### config.mk
export PLATFORM = sky130hd
export DESIGN_NAME = midi_note_gate_trigger_unit
export DESIGN_NICKNAME = d
export VERILOG_FILES = /design/src/sv/mngt_pkg.sv /design/src/sv/midi_note_gate_trigger_unit.sv /design/src/sv/mngt_ram.sv /design/src/sv/mngt_ctrl.sv /design/src/sv/mngt_dp.sv
export SDC_FILE = /design/constraint.sdc
export NUM_CORES = 1
export LEC_CHECK = 0
export ABC_AREA = 1
export BUFFER_PORTS_ARGS = -buffer_cell sky130_fd_sc_hd__clkbuf_2
export CORE_UTILIZATION = 50
export CTS_BUF_LIST = sky130_fd_sc_hd__clkbuf_8
export CTS_CLUSTER_SIZE = 25
export DETAILED_ROUTE_END_ITERATION = 10
export PLACE_DENSITY = 0.68
export SLEW_MARGIN = 20
export SYNTH_ARGS = -nofsm -noshare
export SYNTH_HDL_FRONTEND = slang
export SYNTH_SLANG_ARGS = --single-unit
### constraint.sdc
create_clock -name clk -period 6.4 [get_ports clk]
set_input_delay 0.64 -clock clk [delete_from_list [all_inputs] [get_ports clk]]
set_output_delay 0.64 -clock clk [all_outputs]
set_load 0.005 [all_outputs]
### src/sv/mngt_pkg.sv
// ---------------------------------------------------------------------------
// mngt_pkg: shared types and constants for the MIDI note gate/trigger unit
// Holds opcodes, reset values, the sequencer state type and the command and
// status groups passed between controller and datapath.
// ---------------------------------------------------------------------------
package mngt_pkg;

  // Default depth of the held-note stack
  localparam int STACK_DEPTH_DEF = 16;

  // Field widths fixed by the item formats
  localparam int NOTE_W   = 7;
  localparam int TICKS_W  = 16;
  localparam int IN_DW    = 24;
  localparam int OUT_DW   = 24;

  // MIDI status opcodes (high nibble of the status byte)
  localparam logic [3:0] OPC_NOTE_OFF = 4'h8;
  localparam logic [3:0] OPC_NOTE_ON  = 4'h9;

  // Item kind carried in tuser
  localparam logic OP_MIDI = 1'b0;
  localparam logic OP_TICK = 1'b1;

  // Only complete three-byte note messages are acted on
  localparam logic [1:0] MSG_LEN_FULL = 2'd3;

  // Reset values
  localparam logic [NOTE_W-1:0]  NOTE_RESET        = 7'd69;
  localparam logic [TICKS_W-1:0] PULSE_TICKS_RESET = 16'd100;

  // Sequencer states
  typedef enum logic [2:0] {
    S_IDLE,
    S_FIND_RD,
    S_FIND_CMP,
    S_SHIFT_RD,
    S_SHIFT_WR,
    S_POST,
    S_TOP,
    S_DONE
  } state_t;

  // Commands from controller to datapath
  typedef struct packed {
    logic accept;    // latch the incoming item
    logic rd_find;   // read stack at scan index
    logic idx_inc;   // advance scan/shift index
    logic idx_clr;   // restart index at the bottom entry
    logic rd_shift;  // read entry above the index
    logic wr_shift;  // write read data one entry down
    logic count_dec; // drop one entry from the fill count
    logic push;      // write note on top, grow count
    logic gate_clr;  // drop the gate
    logic rd_top;    // read the top entry
    logic top_load;  // replay top note and retrigger
    logic out_load;  // load the result register
  } mngt_cmd_t;

  // Status from datapath to controller
  typedef struct packed {
    logic note_cmd;  // incoming item is a well-formed note command
    logic is_on;     // latched command is note-on
    logic idx_end;   // scan index reached the fill count
    logic match;     // read data equals latched note
    logic shift_end; // no entry left above the index
    logic cnt_zero;  // stack empty
    logic cnt_full;  // stack full
    logic out_free;  // result register can take a new item
  } mngt_status_t;

endpackage

### src/sv/midi_note_gate_trigger_unit.sv
// ---------------------------------------------------------------------------
// midi_note_gate_trigger_unit: monophonic MIDI gate/trigger, last-note priority
// Takes MIDI note messages and timer ticks, keeps a held-note stack and
// returns one result of gate, trigger, note, velocity and format error per item.
//
//  channel  ports      direction  contents
//  input    in_*       slave      tuser: op; tdata: status, note, velocity, len
//  result   out_*      master     tdata: gate, trig, note, velocity, error
//  config   cfg_*      write      pulse_ticks, 16 bit
//
// Ticks, ignored and malformed items go straight to the result step.
// A note command scans the stack entry by entry (read, compare), then
// moves the entries above a match down (read, write), through the single
// read port of the stack RAM. Reset is synchronous and needs no clearing
// pass. The result register frees the input as soon as a result is
// loaded; a stalled result holds back only the next result.
// ---------------------------------------------------------------------------
module midi_note_gate_trigger_unit #(
  parameter int STACK_DEPTH = mngt_pkg::STACK_DEPTH_DEF
) (
  input  logic                         clk,
  input  logic                         rst_n,
  input  logic                         in_tvalid,
  output logic                         in_tready,
  // [7:0] status, [14:8] data_one, [21:15] data_two, [23:22] msg_len
  input  logic [mngt_pkg::IN_DW-1:0]   in_tdata,
  // [0] op
  input  logic                         in_tuser,
  output logic                         out_tvalid,
  input  logic                         out_tready,
  // [0] gate, [1] trig, [8:2] note_out, [15:9] velocity_out,
  // [16] format_error, [23:17] zero
  output logic [mngt_pkg::OUT_DW-1:0]  out_tdata,
  input  logic                         cfg_we,
  input  logic [mngt_pkg::TICKS_W-1:0] cfg_wdata
);
  import mngt_pkg::*;

  mngt_cmd_t    cmd;
  mngt_status_t st;

  mngt_ctrl u_ctrl (
    .clk       (clk),
    .rst_n     (rst_n),
    .in_tvalid (in_tvalid),
    .in_tready (in_tready),
    .st        (st),
    .cmd       (cmd)
  );

  mngt_dp #(
    .STACK_DEPTH (STACK_DEPTH)
  ) u_dp (
    .clk        (clk),
    .rst_n      (rst_n),
    .in_tdata   (in_tdata),
    .in_tuser   (in_tuser),
    .out_tvalid (out_tvalid),
    .out_tready (out_tready),
    .out_tdata  (out_tdata),
    .cfg_we     (cfg_we),
    .cfg_wdata  (cfg_wdata),
    .cmd        (cmd),
    .st         (st)
  );

endmodule

### src/sv/mngt_ram.sv
// ---------------------------------------------------------------------------
// mngt_ram: generic single-write, single-read RAM
// One write port and one read port with registered read data.
// ---------------------------------------------------------------------------
module mngt_ram #(
  parameter int WIDTH = 7,
  parameter int DEPTH = 16
) (
  input  logic                     clk,
  input  logic                     we,
  input  logic [$clog2(DEPTH)-1:0] waddr,
  input  logic [WIDTH-1:0]         wdata,
  input  logic                     re,
  input  logic [$clog2(DEPTH)-1:0] raddr,
  output logic [WIDTH-1:0]         rdata
);

  logic [WIDTH-1:0] mem_r [DEPTH];
  logic [WIDTH-1:0] rdata_r;

  // Write port
  always_ff @(posedge clk) begin
    if (we) begin
      mem_r[waddr] <= wdata;
    end
  end

  // Registered read port
  always_ff @(posedge clk) begin
    if (re) begin
      rdata_r <= mem_r[raddr];
    end
  end

  assign rdata = rdata_r;

endmodule

### src/sv/mngt_ctrl.sv
// ---------------------------------------------------------------------------
// mngt_ctrl: sequencer for the held-note stack
// Walks find, compact, push and replay steps and hands commands to the
// datapath; one item is in work at a time.
// ---------------------------------------------------------------------------
module mngt_ctrl (
  input  logic                  clk,
  input  logic                  rst_n,
  input  logic                  in_tvalid,
  output logic                  in_tready,
  input  mngt_pkg::mngt_status_t st,
  output mngt_pkg::mngt_cmd_t   cmd
);
  import mngt_pkg::*;

  state_t state_r;
  state_t state_nxt;

  // State register
  always_ff @(posedge clk) begin
    if (!rst_n) begin
      state_r <= S_IDLE;
    end else begin
      state_r <= state_nxt;
    end
  end

  // Next state
  always_comb begin
    state_nxt = state_r;
    unique case (state_r)
      S_IDLE: begin
        if (in_tvalid) begin
          state_nxt = st.note_cmd ? S_FIND_RD : S_DONE;
        end
      end
      S_FIND_RD: begin
        if (!st.idx_end) begin
          state_nxt = S_FIND_CMP;
        end else if (st.is_on && st.cnt_full) begin
          state_nxt = S_SHIFT_RD;
        end else begin
          state_nxt = S_POST;
        end
      end
      S_FIND_CMP: begin
        state_nxt = st.match ? S_SHIFT_RD : S_FIND_RD;
      end
      S_SHIFT_RD: begin
        state_nxt = st.shift_end ? S_POST : S_SHIFT_WR;
      end
      S_SHIFT_WR: begin
        state_nxt = S_SHIFT_RD;
      end
      S_POST: begin
        if (st.is_on || st.cnt_zero) begin
          state_nxt = S_DONE;
        end else begin
          state_nxt = S_TOP;
        end
      end
      S_TOP: begin
        state_nxt = S_DONE;
      end
      S_DONE: begin
        if (st.out_free) begin
          state_nxt = S_IDLE;
        end
      end
      default: state_nxt = S_IDLE;
    endcase
  end

  // Outputs
  always_comb begin
    cmd       = '0;
    in_tready = 1'b0;
    unique case (state_r)
      S_IDLE: begin
        in_tready  = 1'b1;
        cmd.accept = in_tvalid;
      end
      S_FIND_RD: begin
        if (!st.idx_end) begin
          cmd.rd_find = 1'b1;
        end else if (st.is_on && st.cnt_full) begin
          cmd.idx_clr = 1'b1;
        end
      end
      S_FIND_CMP: begin
        cmd.idx_inc = !st.match;
      end
      S_SHIFT_RD: begin
        cmd.count_dec = st.shift_end;
        cmd.rd_shift  = !st.shift_end;
      end
      S_SHIFT_WR: begin
        cmd.wr_shift = 1'b1;
        cmd.idx_inc  = 1'b1;
      end
      S_POST: begin
        if (st.is_on) begin
          cmd.push = 1'b1;
        end else if (st.cnt_zero) begin
          cmd.gate_clr = 1'b1;
        end else begin
          cmd.rd_top = 1'b1;
        end
      end
      S_TOP: begin
        cmd.top_load = 1'b1;
      end
      S_DONE: begin
        cmd.out_load = st.out_free;
      end
      default: cmd = '0;
    endcase
  end

endmodule

### src/sv/mngt_dp.sv
// ---------------------------------------------------------------------------
// mngt_dp: datapath of the MIDI note gate/trigger unit
// Holds the note stack RAM, fill count, output levels, pulse timer and the
// result register; acts on commands from the sequencer.
// ---------------------------------------------------------------------------
module mngt_dp #(
  parameter int STACK_DEPTH = mngt_pkg::STACK_DEPTH_DEF
) (
  input  logic                              clk,
  input  logic                              rst_n,
  input  logic [mngt_pkg::IN_DW-1:0]        in_tdata,
  input  logic                              in_tuser,
  output logic                              out_tvalid,
  input  logic                              out_tready,
  output logic [mngt_pkg::OUT_DW-1:0]       out_tdata,
  input  logic                              cfg_we,
  input  logic [mngt_pkg::TICKS_W-1:0]      cfg_wdata,
  input  mngt_pkg::mngt_cmd_t               cmd,
  output mngt_pkg::mngt_status_t            st
);
  import mngt_pkg::*;

  localparam int AW = $clog2(STACK_DEPTH);
  localparam int CW = $clog2(STACK_DEPTH + 1);
  localparam logic [CW-1:0] CNT_FULL = CW'(STACK_DEPTH);

  // Input fields
  logic [7:0]        in_status;
  logic [NOTE_W-1:0] in_d1;
  logic [NOTE_W-1:0] in_d2;
  logic [1:0]        in_len;
  logic              in_is_note;
  logic              in_is_on;
  logic              in_len_ok;

  assign in_status  = in_tdata[7:0];
  assign in_d1      = in_tdata[14:8];
  assign in_d2      = in_tdata[21:15];
  assign in_len     = in_tdata[23:22];
  assign in_is_on   = (in_status[7:4] == OPC_NOTE_ON);
  assign in_is_note = in_is_on || (in_status[7:4] == OPC_NOTE_OFF);
  assign in_len_ok  = (in_len == MSG_LEN_FULL);

  // Registers
  logic [TICKS_W-1:0] pulse_ticks_r, pulse_ticks_nxt;
  logic [TICKS_W-1:0] elapsed_r, elapsed_nxt;
  logic [CW-1:0]      count_r, count_nxt;
  logic [CW-1:0]      idx_r, idx_nxt;
  logic               gate_r, gate_nxt;
  logic               trig_r, trig_nxt;
  logic [NOTE_W-1:0]  cur_note_r, cur_note_nxt;
  logic [NOTE_W-1:0]  cur_vel_r, cur_vel_nxt;
  logic [NOTE_W-1:0]  note_r, note_nxt;
  logic               is_on_r, is_on_nxt;
  logic               err_r, err_nxt;
  logic               out_valid_r, out_valid_nxt;
  logic [OUT_DW-1:0]  out_data_r, out_data_nxt;

  // RAM signals
  logic              ram_we;
  logic [AW-1:0]     ram_waddr;
  logic [NOTE_W-1:0] ram_wdata;
  logic              ram_re;
  logic [AW-1:0]     ram_raddr;
  logic [NOTE_W-1:0] ram_rdata;

  logic [TICKS_W-1:0] elapsed_inc;
  logic [CW:0]        idx_plus1;
  logic [CW-1:0]      count_m1;

  assign elapsed_inc = (elapsed_r == '1) ? elapsed_r : elapsed_r + TICKS_W'(1);
  assign idx_plus1   = {1'b0, idx_r} + (CW+1)'(1);
  assign count_m1    = count_r - CW'(1);

  // Status toward the sequencer
  always_comb begin
    st           = '0;
    st.note_cmd  = (in_tuser == OP_MIDI) && in_is_note && in_len_ok;
    st.is_on     = is_on_r;
    st.idx_end   = (idx_r == count_r);
    st.match     = (ram_rdata == note_r);
    st.shift_end = (idx_plus1 >= {1'b0, count_r});
    st.cnt_zero  = (count_r == '0);
    st.cnt_full  = (count_r == CNT_FULL);
    st.out_free  = !out_valid_r || out_tready;
  end

  // Stack RAM port selection
  always_comb begin
    ram_we    = cmd.wr_shift || cmd.push;
    ram_waddr = cmd.push ? count_r[AW-1:0] : idx_r[AW-1:0];
    ram_wdata = cmd.push ? note_r : ram_rdata;
    ram_re    = cmd.rd_find || cmd.rd_shift || cmd.rd_top;
    if (cmd.rd_shift) begin
      ram_raddr = idx_plus1[AW-1:0];
    end else if (cmd.rd_top) begin
      ram_raddr = count_m1[AW-1:0];
    end else begin
      ram_raddr = idx_r[AW-1:0];
    end
  end

  mngt_ram #(
    .WIDTH (NOTE_W),
    .DEPTH (STACK_DEPTH)
  ) u_stack (
    .clk   (clk),
    .we    (ram_we),
    .waddr (ram_waddr),
    .wdata (ram_wdata),
    .re    (ram_re),
    .raddr (ram_raddr),
    .rdata (ram_rdata)
  );

  // Next values of levels, counters and latched command
  always_comb begin
    pulse_ticks_nxt = cfg_we ? cfg_wdata : pulse_ticks_r;
    elapsed_nxt     = elapsed_r;
    count_nxt       = count_r;
    idx_nxt         = idx_r;
    gate_nxt        = gate_r;
    trig_nxt        = trig_r;
    cur_note_nxt    = cur_note_r;
    cur_vel_nxt     = cur_vel_r;
    note_nxt        = note_r;
    is_on_nxt       = is_on_r;
    err_nxt         = err_r;

    if (cmd.accept) begin
      note_nxt  = in_d1;
      is_on_nxt = in_is_on;
      err_nxt   = (in_tuser == OP_MIDI) && in_is_note && !in_len_ok;
      idx_nxt   = '0;
      if (in_tuser == OP_TICK) begin
        // Count pulse length and end the trigger once it is long enough
        elapsed_nxt = elapsed_inc;
        if (trig_r && (elapsed_inc >= pulse_ticks_r)) begin
          trig_nxt = 1'b0;
        end
      end else if (st.note_cmd && in_is_on) begin
        cur_note_nxt = in_d1;
        cur_vel_nxt  = in_d2;
        gate_nxt     = 1'b1;
        trig_nxt     = 1'b1;
        elapsed_nxt  = '0;
      end
    end

    if (cmd.idx_clr) begin
      idx_nxt = '0;
    end
    if (cmd.idx_inc) begin
      idx_nxt = idx_plus1[CW-1:0];
    end
    if (cmd.count_dec) begin
      count_nxt = count_m1;
    end
    if (cmd.push) begin
      count_nxt = count_r + CW'(1);
    end
    if (cmd.gate_clr) begin
      gate_nxt = 1'b0;
    end
    // Replay the top note and retrigger
    if (cmd.top_load) begin
      cur_note_nxt = ram_rdata;
      trig_nxt     = 1'b1;
      elapsed_nxt  = '0;
    end
  end

  // Result register
  always_comb begin
    out_valid_nxt = out_valid_r;
    out_data_nxt  = out_data_r;
    if (out_tready) begin
      out_valid_nxt = 1'b0;
    end
    if (cmd.out_load) begin
      out_valid_nxt = 1'b1;
      out_data_nxt  = {7'd0, err_r, cur_vel_r, cur_note_r, trig_r, gate_r};
    end
  end

  // Control and state registers
  always_ff @(posedge clk) begin
    if (!rst_n) begin
      pulse_ticks_r <= PULSE_TICKS_RESET;
      elapsed_r     <= '0;
      count_r       <= '0;
      gate_r        <= 1'b0;
      trig_r        <= 1'b0;
      cur_note_r    <= NOTE_RESET;
      cur_vel_r     <= '0;
      out_valid_r   <= 1'b0;
    end else begin
      pulse_ticks_r <= pulse_ticks_nxt;
      elapsed_r     <= elapsed_nxt;
      count_r       <= count_nxt;
      gate_r        <= gate_nxt;
      trig_r        <= trig_nxt;
      cur_note_r    <= cur_note_nxt;
      cur_vel_r     <= cur_vel_nxt;
      out_valid_r   <= out_valid_nxt;
    end
  end

  // Payload registers
  always_ff @(posedge clk) begin
    idx_r      <= idx_nxt;
    note_r     <= note_nxt;
    is_on_r    <= is_on_nxt;
    err_r      <= err_nxt;
    out_data_r <= out_data_nxt;
  end

  assign out_tvalid = out_valid_r;
  assign out_tdata  = out_data_r;

endmodule

Word-level counts from Yosys, hierarchy flattened
Memories as Yosys holds them, arrays and structs flattened. A register that Yosys moved wholly into a read port is not among the register bits.
Index checks and enable logic that the tools add are counted.
Cells by class
  $add $sub $neg: 4
  $lt $le $gt $ge: 2
  eq/ne operators: 18
  reduce and logical (&&, ||, !) cells: 32
  mux-type cells: 52
  bitwise operators: 2
Operators by type and width (count)
  2-to-1 mux 16 bit: 3
  2-to-1 mux 7 bit: 5
  2-to-1 mux 1 bit: 26
  2-to-1 mux 5 bit: 5
  case mux 3 bit (8 select lines): 1
  2-to-1 mux 3 bit: 6
  adder 16 x 1 -> 16 bit, second input constant: 1
  equality test 16 bit, second input constant: 1
  >= comparator 16 bit: 1
  equality test 3 bit, second input constant: 4
  2-to-1 mux 4 bit: 3
  nonzero test 2 bit: 5
  AND reduction 3 bit: 3
  equality test 4 bit, second input constant: 2
  equality test 7 bit: 1
  adder 5 x 1 -> 6 bit, second input constant: 1
  equality test 3 x 2 -> 1 bit, second input constant: 2
  >= comparator 6 x 5 -> 1 bit: 1
  logical AND 1 bit: 6
  logical OR 1 bit: 6
  nonzero test 3 bit: 2
  adder 5 x 1 -> 5 bit, second input constant: 1
  equality test 5 bit: 1
  equality test 5 bit, second input constant: 1
  other kinds (14): 22
Storage, ports and cells
  input port bits: 46
  output and inout port bits: 26
  bits in writable memories: 112
  register bits: 88
  logic and storage cells: 125
  memories: 1
Memories
  u_dp.u_stack.mem_r: words 16, bits a word 7, read ports 1, clocked after Yosys merged registers in 1, write ports 1, RTL line mngt_ram.sv:18  | logic [WIDTH-1:0] mem_r [DEPTH];

Logic depth before layout (Yosys ltp)
Gate-level depths: netlist of run 1.
  depth in word-level cells: 9
  mapped depth: 20
  gate-level depth less buffers: 18

Cells and area by module
A second synthesis of run 1 with hierarchy kept.
Second synthesis, totals
  cells, all modules: 1152
  area total of the unflattened synthesis: 10179.8 µm²
By module, submodules not included
  mngt_ram: area an instance 5102.4 µm², cells each 487, instances 1, seq. area each 3573.4 µm²
  mngt_dp: area an instance 4639.4 µm², cells each 602, instances 1, seq. area each 2011.9 µm²
  mngt_ctrl: area an instance 437.9 µm², cells each 63, instances 1, seq. area each 60.1 µm²

Least setup slack after synthesis of run 1
OpenSTA, ideal clock, no wires.
  path kind: register to register
  start point: register u_dp.idx_r[0]
  end point: register u_dp.u_stack.rdata_r[3] (netlist: u_dp.u_stack.rdata[3]), read port of u_dp.u_stack.mem_r (data pin)
  arrival time: 2492 ps
  period minus slack after synthesis: 2745 ps
  setup time: 254 ps
  setup slack: 3655 ps
  buffers on the path: 1
  stages on the path, launching flop included: 16
  path through: edfxtp_1 ha_1 nand3_1 xor2_1 inv_1 ha_1 and3_1 nand2_1 nand4_1 nand2_2 buf_4 nand2_1 nand3_1 nand3_1 nand3_1 nand2_1
Between the ends
  longest elaborated chain between the ends: 6
RTL lines
  from (decl): RTL line mngt_dp.sv:48  | logic [CW-1:0] idx_r, idx_nxt;
  from (signal assigned): RTL line mngt_dp.sv:211  | idx_r <= idx_nxt;
  adder 5 x 1 -> 6 bit *: RTL line mngt_dp.sv:72  | assign idx_plus1 = {1'b0, idx_r} + (CW+1)'(1);
  via u_dp.idx_plus1[4]: RTL line mngt_dp.sv:68  | logic [CW:0] idx_plus1;
  >= comparator 6 x 5 -> 1 bit *: RTL line mngt_dp.sv:82  | st.shift_end = (idx_plus1 >= {1'b0, count_r});
  zero test 1 bit *: RTL line mngt_ctrl.sv:95  | cmd.rd_shift = !st.shift_end;
  2-to-1 mux 1 bit *: RTL line mngt_ctrl.sv:78  | unique case (state_r)
  logical OR 1 bit (2 in series): RTL line mngt_dp.sv:93  | ram_re = cmd.rd_find || cmd.rd_shift || cmd.rd_top;
  to (decl): RTL line mngt_ram.sv:19  | logic [WIDTH-1:0] rdata_r;
Mark *: on every way through the listed nets, which the timed path passes. The rest lies on a longest branch.
A chain may end at the register's enable or synchronous reset.

Final worst setup path of run 1
  start point: register u_dp.idx_r[0]
  end point: register u_dp.u_stack.rdata_r[6] (netlist: u_dp.u_stack.rdata[6]), read port of u_dp.u_stack.mem_r (data pin)
The elaborated chain is that of the path after synthesis.

==> flow_summary.ini, run 1 <==
[power_and_ir_drop]
vdd_ir_drop_max_mv = 0.201
p_leak_nw = 4.81
p_per_area_nw_per_um2 = 415

[clocking]
cts_setup_buffers = 0
cts.htree.levels = 2
post_cts_resized = 0
clock_path_buffers = 3
cts_buffers = 36
cts_root_buf = clkbuf_8
cts_tree = built
clk_pin_slew_worst_paths_ns = 0.06
clkLatencyLatePin_ns = 0.53
cts.sinks = 207
ctsHoldBuffers = 0

[synthesis]
synth_compound_area_share_pct = 6.84
synth_ff_type = edfxtp_1
synth.distinct_cells = 43
synthMuxAreaShare_pct = 0.0997
synth.area.top_cells = edfxtp_1, dfxtp_1, nand2_1
ys_seq_area_share_pct = 56.2
synth-warning-count = 0
synth_top_family_by_area = simple AND/OR/NAND/NOR gates
ys_ff_latch = 207
yosysTopAreaCell = edfxtp_1
synth_edf_count = 150
synth_xor_xnor_area_share_pct = 1.74
yosys.area_share.adder_pct = 3.12
synthSimpleGateAreaFrac_pct = 23.1
synth-async-reset-ratio_pct = 0
synth_area_um2 = 10000
synth_top_area_share_pct = 44.9
synthCells = 1096
syn_area_per_cell_um2 = 9.16

[hold_path]
hold_path_depth = 1
min_from = in_tdata[12]
min_path_type = primary input to register
min_to = u_dp.note_r[4]$_DFFE_PP_

[sta]
fin_skew_ns = 0.0240
tns_ns = 0
fin_crit_sh_pct = 61.6
finalHoldViolations = 0
max_clock_freq_ghz = 0.253
setup_viol = 0
max-slew-margin-rel_pct = 28.1
slew_viol_final = 0
worst_pin_slew_ns = 1.08
rsz0062_at_grt = no
fin_ws_ns = 2.45
fin_crit_ns = 3.95

[cells_and_area]
final_common_cell = nand2_1
drive_above_1_share_pct = 11.5
syn2layout_area_growth_pct = 11.5
num-fill-cells = 1723
nets = 1235
final_util_pct = 57.1
multi_input_comb_area_um2 = 3540
instances_no_fill = 1456
seqCellArea_um2 = 5650
diodes = 0
mostFrequentLayoutCells = nand2_1, inv_1, edfxtp_1

[placed_design]
place_congestion = 0.806
dp_hpwl_mm = 14.9
placed_cells = 1391
portBuffers = 60
dp_slack_ns = 2.51

[floorplan]
start_util_pct = 51.2
rows = 51
die_w_um = 144
die_h_um = 144
core_um2 = 19600
top_level_ports = 72
dieArea_um2 = 20600

[detailed_routing]
postRouteAntennaNets = 0
drc = 0
postRouteWirelength_mm = 22.4
vias_per_cell = 5.18
initialDrtViolationCount = 608
vias = 7541
routedWlPerCell_um = 15.4
first_pass_iters = 5

[global_routing]
grt_max_degree = 44
grt_use_total_pct = 22.2
overflow = 0
antenna_found_initial = 0
first_global_vias = 6717
grt_pass1_wl_mm = 34.9

[worst_setup_path]
crit_type = register to register
crit_required_ns = 6.77
cp_max_fo = 43
critPathCaptureType = register
r2r-start = u_dp.idx_r[0]$_SDFFCE_PN0P_
r2r_end = u_dp.u_stack.rdata[6]$_DFFE_PP_
reg2reg_depth = 16
startpoint_type = register
crit_arrival_ns = 4.32
reg2reg_slack_ns = 2.45

[run_status]
status = complete, no violations

[flow_run]
drv_cap = 0
[stage by stage]
stage          instance area, µm²  total power [mW]  hold WS (ns)
5_1_grt                     11200              4.92         0.287
3_5_place_dp                10500              3.52         0.407
2_1_floorplan               10100              3.06         0.400
4_1_cts                     11200              4.65         0.299
3_3_place_gp                10500              3.50         0.402
6_report                    11200              4.64         0.322
[state kept, by name (all words and copies together), names as in the netlist, 5 cells and up]
register / flops
u_dp.cur_vel_r: 7
u_dp.pulse_ticks_r: 16
u_dp.out_tdata: 17
u_dp.elapsed_r: 16
u_dp.note_r: 7
u_dp.u_stack.rdata: 7
u_dp.count_r: 5
u_dp.u_stack.mem_r: 112
u_dp.cur_note_r: 7
u_dp.idx_r: 5
[cell families (layout without fill, tap and decap cells)]
| logic type | after synthesis | after routing |
|---|---|---|
| AND/OR/NAND/NOR | 502 | 502 |
| buffers and inverters | 214 | 303 |
| flip-flops | 207 | 207 |
| AO/OA/AOI/OAI | 126 | 126 |
| adder cells (fa/ha/maj) | 25 | 25 |
| XOR/XNOR | 20 | 20 |
| other | 1 | 7 |
| multiplexers | 1 | 1 |
[routing by layer]
layer	global-route usage, %	vias to the layer above	wire (µm)
met5	0	-	0
met4	7.33	0	464
met2	33.0	276	9460
met3	4.00	37	1750
li1	-	3783	-
met1	32.7	3445	10700
[synthesized netlist by cell type, drive strengths merged (5+ instances only)]
master,n
nand2,223
inv,171
edfxtp,150
nand3,145
nor2,76
a21oi,57
dfxtp,57
o21ai,49
buf,29
nand3b,29
ha,25
xor2,15
clkbuf,14
nor3,14
nand4,12
a31oi,5
xnor2,5
[how the worst max path moves through the flow]
stage,cells after the start,start,endpoint
after CTS,16,u_dp.idx_r[0]$_SDFFCE_PN0P_,u_dp.u_stack.rdata[6]$_DFFE_PP_
after floorplan,15,u_dp.idx_r[0]$_SDFFCE_PN0P_,u_dp.u_stack.rdata[3]$_DFFE_PP_
after detailed placement,16,u_dp.idx_r[0]$_SDFFCE_PN0P_,u_dp.u_stack.rdata[6]$_DFFE_PP_
final,16,u_dp.idx_r[0]$_SDFFCE_PN0P_,u_dp.u_stack.rdata[6]$_DFFE_PP_
after global placement,16,u_dp.idx_r[0]$_SDFFCE_PN0P_,u_dp.u_stack.rdata[6]$_DFFE_PP_
after global routing,16,u_dp.idx_r[0]$_SDFFCE_PN0P_,u_dp.u_stack.rdata[2]$_DFFE_PP_
[final cells by class]
| cell class | count | share of cell area (%) |
|---|---|---|
| flip-flops and latches | 207 | 50.4 |
| multi-input cells | 681 | 31.6 |
| inverters | 171 | 5.73 |
| clock buffers | 42 | 5.16 |
| repair buffers | 67 | 3.15 |
| well taps | 265 | 2.96 |
| clock inverters | 23 | 0.950 |
[worst max-delay path, stage by stage (launching register included)]
cell and delay, ns:
edfxtp_1 0.53, ha_1 0.29, nand3_1 0.10, xor2_1 0.18
inv_1 0.06, ha_1 0.28, and3_1 0.15, nand2_1 0.20
nand3_4 0.20, nand2_4 0.45, nand2_2 0.46, buf_4 0.34
nand2_1 0.07, nand3_1 0.06, nand3_1 0.12, nand3_1 0.14
nand2_1 0.15
[power breakdown]
part           internal (mW)  switching (mW)  total [mW]
clock network          0.601           0.524        1.12
registers               1.74           0.100        1.84
logic                  0.470            1.20        1.67
total                   2.81            1.83        4.64
Power figures use the tool's default switching activity.
==> run 2, diff against run 1 <==
--- a/config.mk
+++ b/config.mk
@@ -11,7 +11,7 @@
 export CTS_BUF_LIST = sky130_fd_sc_hd__clkbuf_8
 export CTS_CLUSTER_SIZE = 25
 export DETAILED_ROUTE_END_ITERATION = 10
-export PLACE_DENSITY = 0.68
+export PLACE_DENSITY = 0.71
 export SLEW_MARGIN = 20
 export SYNTH_ARGS = -nofsm -noshare
 export SYNTH_HDL_FRONTEND = slang
==> constraint.sdc (replaced) <==
create_clock -name clk -period 3.2 [get_ports clk]
set_input_delay 0.32 -clock clk [delete_from_list [all_inputs] [get_ports clk]]
set_output_delay 0.32 -clock clk [all_outputs]
set_load 0.005 [all_outputs]
==> run 2 against run 1 <==
Against the previous run:
- sequential share of layout area is 1.8 points lower
- global-route usage is 1.2 points higher
- non-clock buffer count is 42 higher
- maximum frequency is 33% higher
- die area stayed put
- register-to-register slack worse by 2.2 ns
- via count is 3.5% higher
- flip-flop and latch count stayed put
- first-iteration DRC count is 4.6% lower
- clock power is 96% higher
- critical path depth is 2 higher
- critical endpoint unchanged
- largest power group is now combinational logic
==> flow_summary.ini, run 2 (synthesized netlist as in run 1, its figures left out) <==
[power_and_ir_drop]
p_leak_nw = 5.04
vdd_ir_drop_max_mv = 0.560
p_per_area_nw_per_um2 = 833

[detailed_routing]
initialDrtViolationCount = 580
postRouteAntennaNets = 0
routedWlPerCell_um = 15.7
first_pass_iters = 5
vias = 7803
vias_per_cell = 5.21
postRouteWirelength_mm = 23.6
drc = 0

[sta]
max-slew-margin-rel_pct = 46.9
tns_ns = 0
fin_skew_ns = 0.0299
worst_pin_slew_ns = 0.794
setup_viol = 0
fin_crit_sh_pct = 92.7
fin_crit_ns = 2.97
max_clock_freq_ghz = 0.337
slew_viol_final = 0
finalHoldViolations = 0

[worst_setup_path]
critPathCaptureType = register
crit_arrival_ns = 3.37
crit_type = register to register
reg2reg_depth = 18
path_delay_family = simple AND/OR/NAND/NOR gates
cp_max_fo = 8
critical_path.max_stage_delay_ns = 0.42
startpoint_type = register
r2r-start = u_dp.idx_r[0]$_SDFFCE_PN0P_
reg2reg_slack_ns = 0.23
crit_required_ns = 3.60
r2r_end = u_dp.u_stack.rdata[6]$_DFFE_PP_
critPathSlowestCell = edfxtp_1
critPathBufInv = 3
crit_chain = ha_1, nand3_1, xor2_1, inv_1, ha_1, nand2_1, nand2_1, nor2_4, nand3_4, buf_4, nand2_4, nand2_2, buf_12, nand2_1, nand3_1, nand3_1, nand3_1, nand2_1

[cells_and_area]
final_util_pct = 59.3
nets = 1277
diodes = 0
largest_reg_flops = 112
drive_above_1_share_pct = 14.2
syn2layout_area_growth_pct = 15.6
mostFrequentLayoutCells = nand2_1, inv_1, edfxtp_1
final_common_cell = nand2_1
regMostFlops = u_dp.u_stack.mem_r

[clocking]
cts.sinks = 207
clock_path_buffers = 3
clk_pin_slew_worst_paths_ns = 0.06
cts_root_buf = clkbuf_8
cts_buffers = 35
clkLatencyLatePin_ns = 0.54
cts_tree = built
cts.htree.levels = 2

[floorplan]
dieArea_um2 = 20600
die_w_um = 144
rows = 51
core_um2 = 19600
start_util_pct = 51.2
die_h_um = 144
top_level_ports = 72

[global_routing]
antenna_found_initial = 0
overflow = 0
grt_pass1_wl_mm = 37.1
first_global_vias = 7285
grt_max_degree = 35
grt_use_total_pct = 23.5

[run_status]
status = complete, no violations

[hold_path]
hold_path_depth = 3
min_path_type = primary input to register
min_from = cfg_wdata[0]
min_to = u_dp.pulse_ticks_r[0]$_SDFFE_PN0P_

[placed_design]
dp_hpwl_mm = 16.0
place_congestion = 0.844
portBuffers = 60

[flow_run]
drv_cap = 0
-- run 2: cell types whose count changed in the layout (fill, tap and decap cells not counted), sizes merged --
| cell | previous run | this run |
|---|---|---|
| buf | 7 | 43 |
| dlygate4sd3 | 0 | 6 |
| clkinv | 8 | 5 |
| clkbuf | 102 | 100 |
| inv | 186 | 188 |
| clkinvlp | 0 | 1 |
| o21ai | 49 | 50 |
-- run 2: area by class of cell --
cell class / instances / area [µm²]
Fill cell: 1654 / 7980
Sequential cell: 207 / 5650
Clock inverter: 23 / 111
Multi-Input combinational cell: 682 / 3560
Inverter: 171 / 642
Tap cell: 265 / 332
Clock buffer: 40 / 551
Timing Repair Buffer: 109 / 771
-- run 2: how the worst max path moves through the flow --
stage | startpoint | to | slack [ns] | depth (start not counted)
floorplan | u_dp.idx_r[0]$_SDFFCE_PN0P_ | u_dp.u_stack.rdata[3]$_DFFE_PP_ | 0.45 | 15
global placement | u_dp.idx_r[1]$_SDFFCE_PN0P_ | u_dp.u_stack.rdata[2]$_DFFE_PP_ | 0.12 | 13
detailed placement | u_dp.idx_r[1]$_SDFFCE_PN0P_ | u_dp.u_stack.rdata[2]$_DFFE_PP_ | -0.01 | 13
CTS | u_dp.idx_r[1]$_SDFFCE_PN0P_ | u_dp.u_stack.rdata[0]$_DFFE_PP_ | 0.07 | 13
global route | u_dp.idx_r[0]$_SDFFCE_PN0P_ | u_dp.u_stack.rdata[2]$_DFFE_PP_ | -0.008 | 18
finish | u_dp.idx_r[0]$_SDFFCE_PN0P_ | u_dp.u_stack.rdata[6]$_DFFE_PP_ | 0.23 | 18
-- run 2: timing repair --
item                       CTS  global route
hold buffers                 6             0
hold endpoints to repair     6             0
gates cloned                 1             0
buffers inserted             0             3
setup endpoints to repair    3             7
resized for setup            0             3
pin swaps                    1             2
-- run 2: power breakdown --
part	switching (mW)	total, mW	leakage [nW]	internal (mW)
Combinational	2.56	3.80	2.81	1.25
Sequential	0.188	3.67	1.83	3.48
Clock	1.05	2.20	0.398	1.15
-- run 2: metrics by stage --
stage	cells	setup slack, ns	hold slack [ns]	power [mW]	cell area [µm²]
floorplan	1102	0.455	0.400	6.11	10100
global placement	1424	0.119	0.404	7.30	10800
finish	1497	0.233	0.0163	9.67	11600
CTS	1494	0.0662	0.00523	9.64	11600
global route	1497	-0.00798	0.0159	10.2	11600
detailed placement	1424	-0.0141	0.410	7.37	10800
-- run 2: tightest hold or removal path, cell delays in order --
cell and delay, ns:
clkbuf_2 0.08, nor2_1 0.04, nor2_1 0.08
-- run 2: metal layers --
| metal | up-vias | part of all wire [%] | GRT usage [%] |
|---|---|---|---|
| met5 | - | 0 | 0 |
| met4 | 0 | 2.1 | 7.22 |
| met3 | 41 | 7.5 | 4.23 |
| met2 | 305 | 45 | 37.7 |
| met1 | 3591 | 46 | 32.3 |
| li1 | 3866 | - | - |
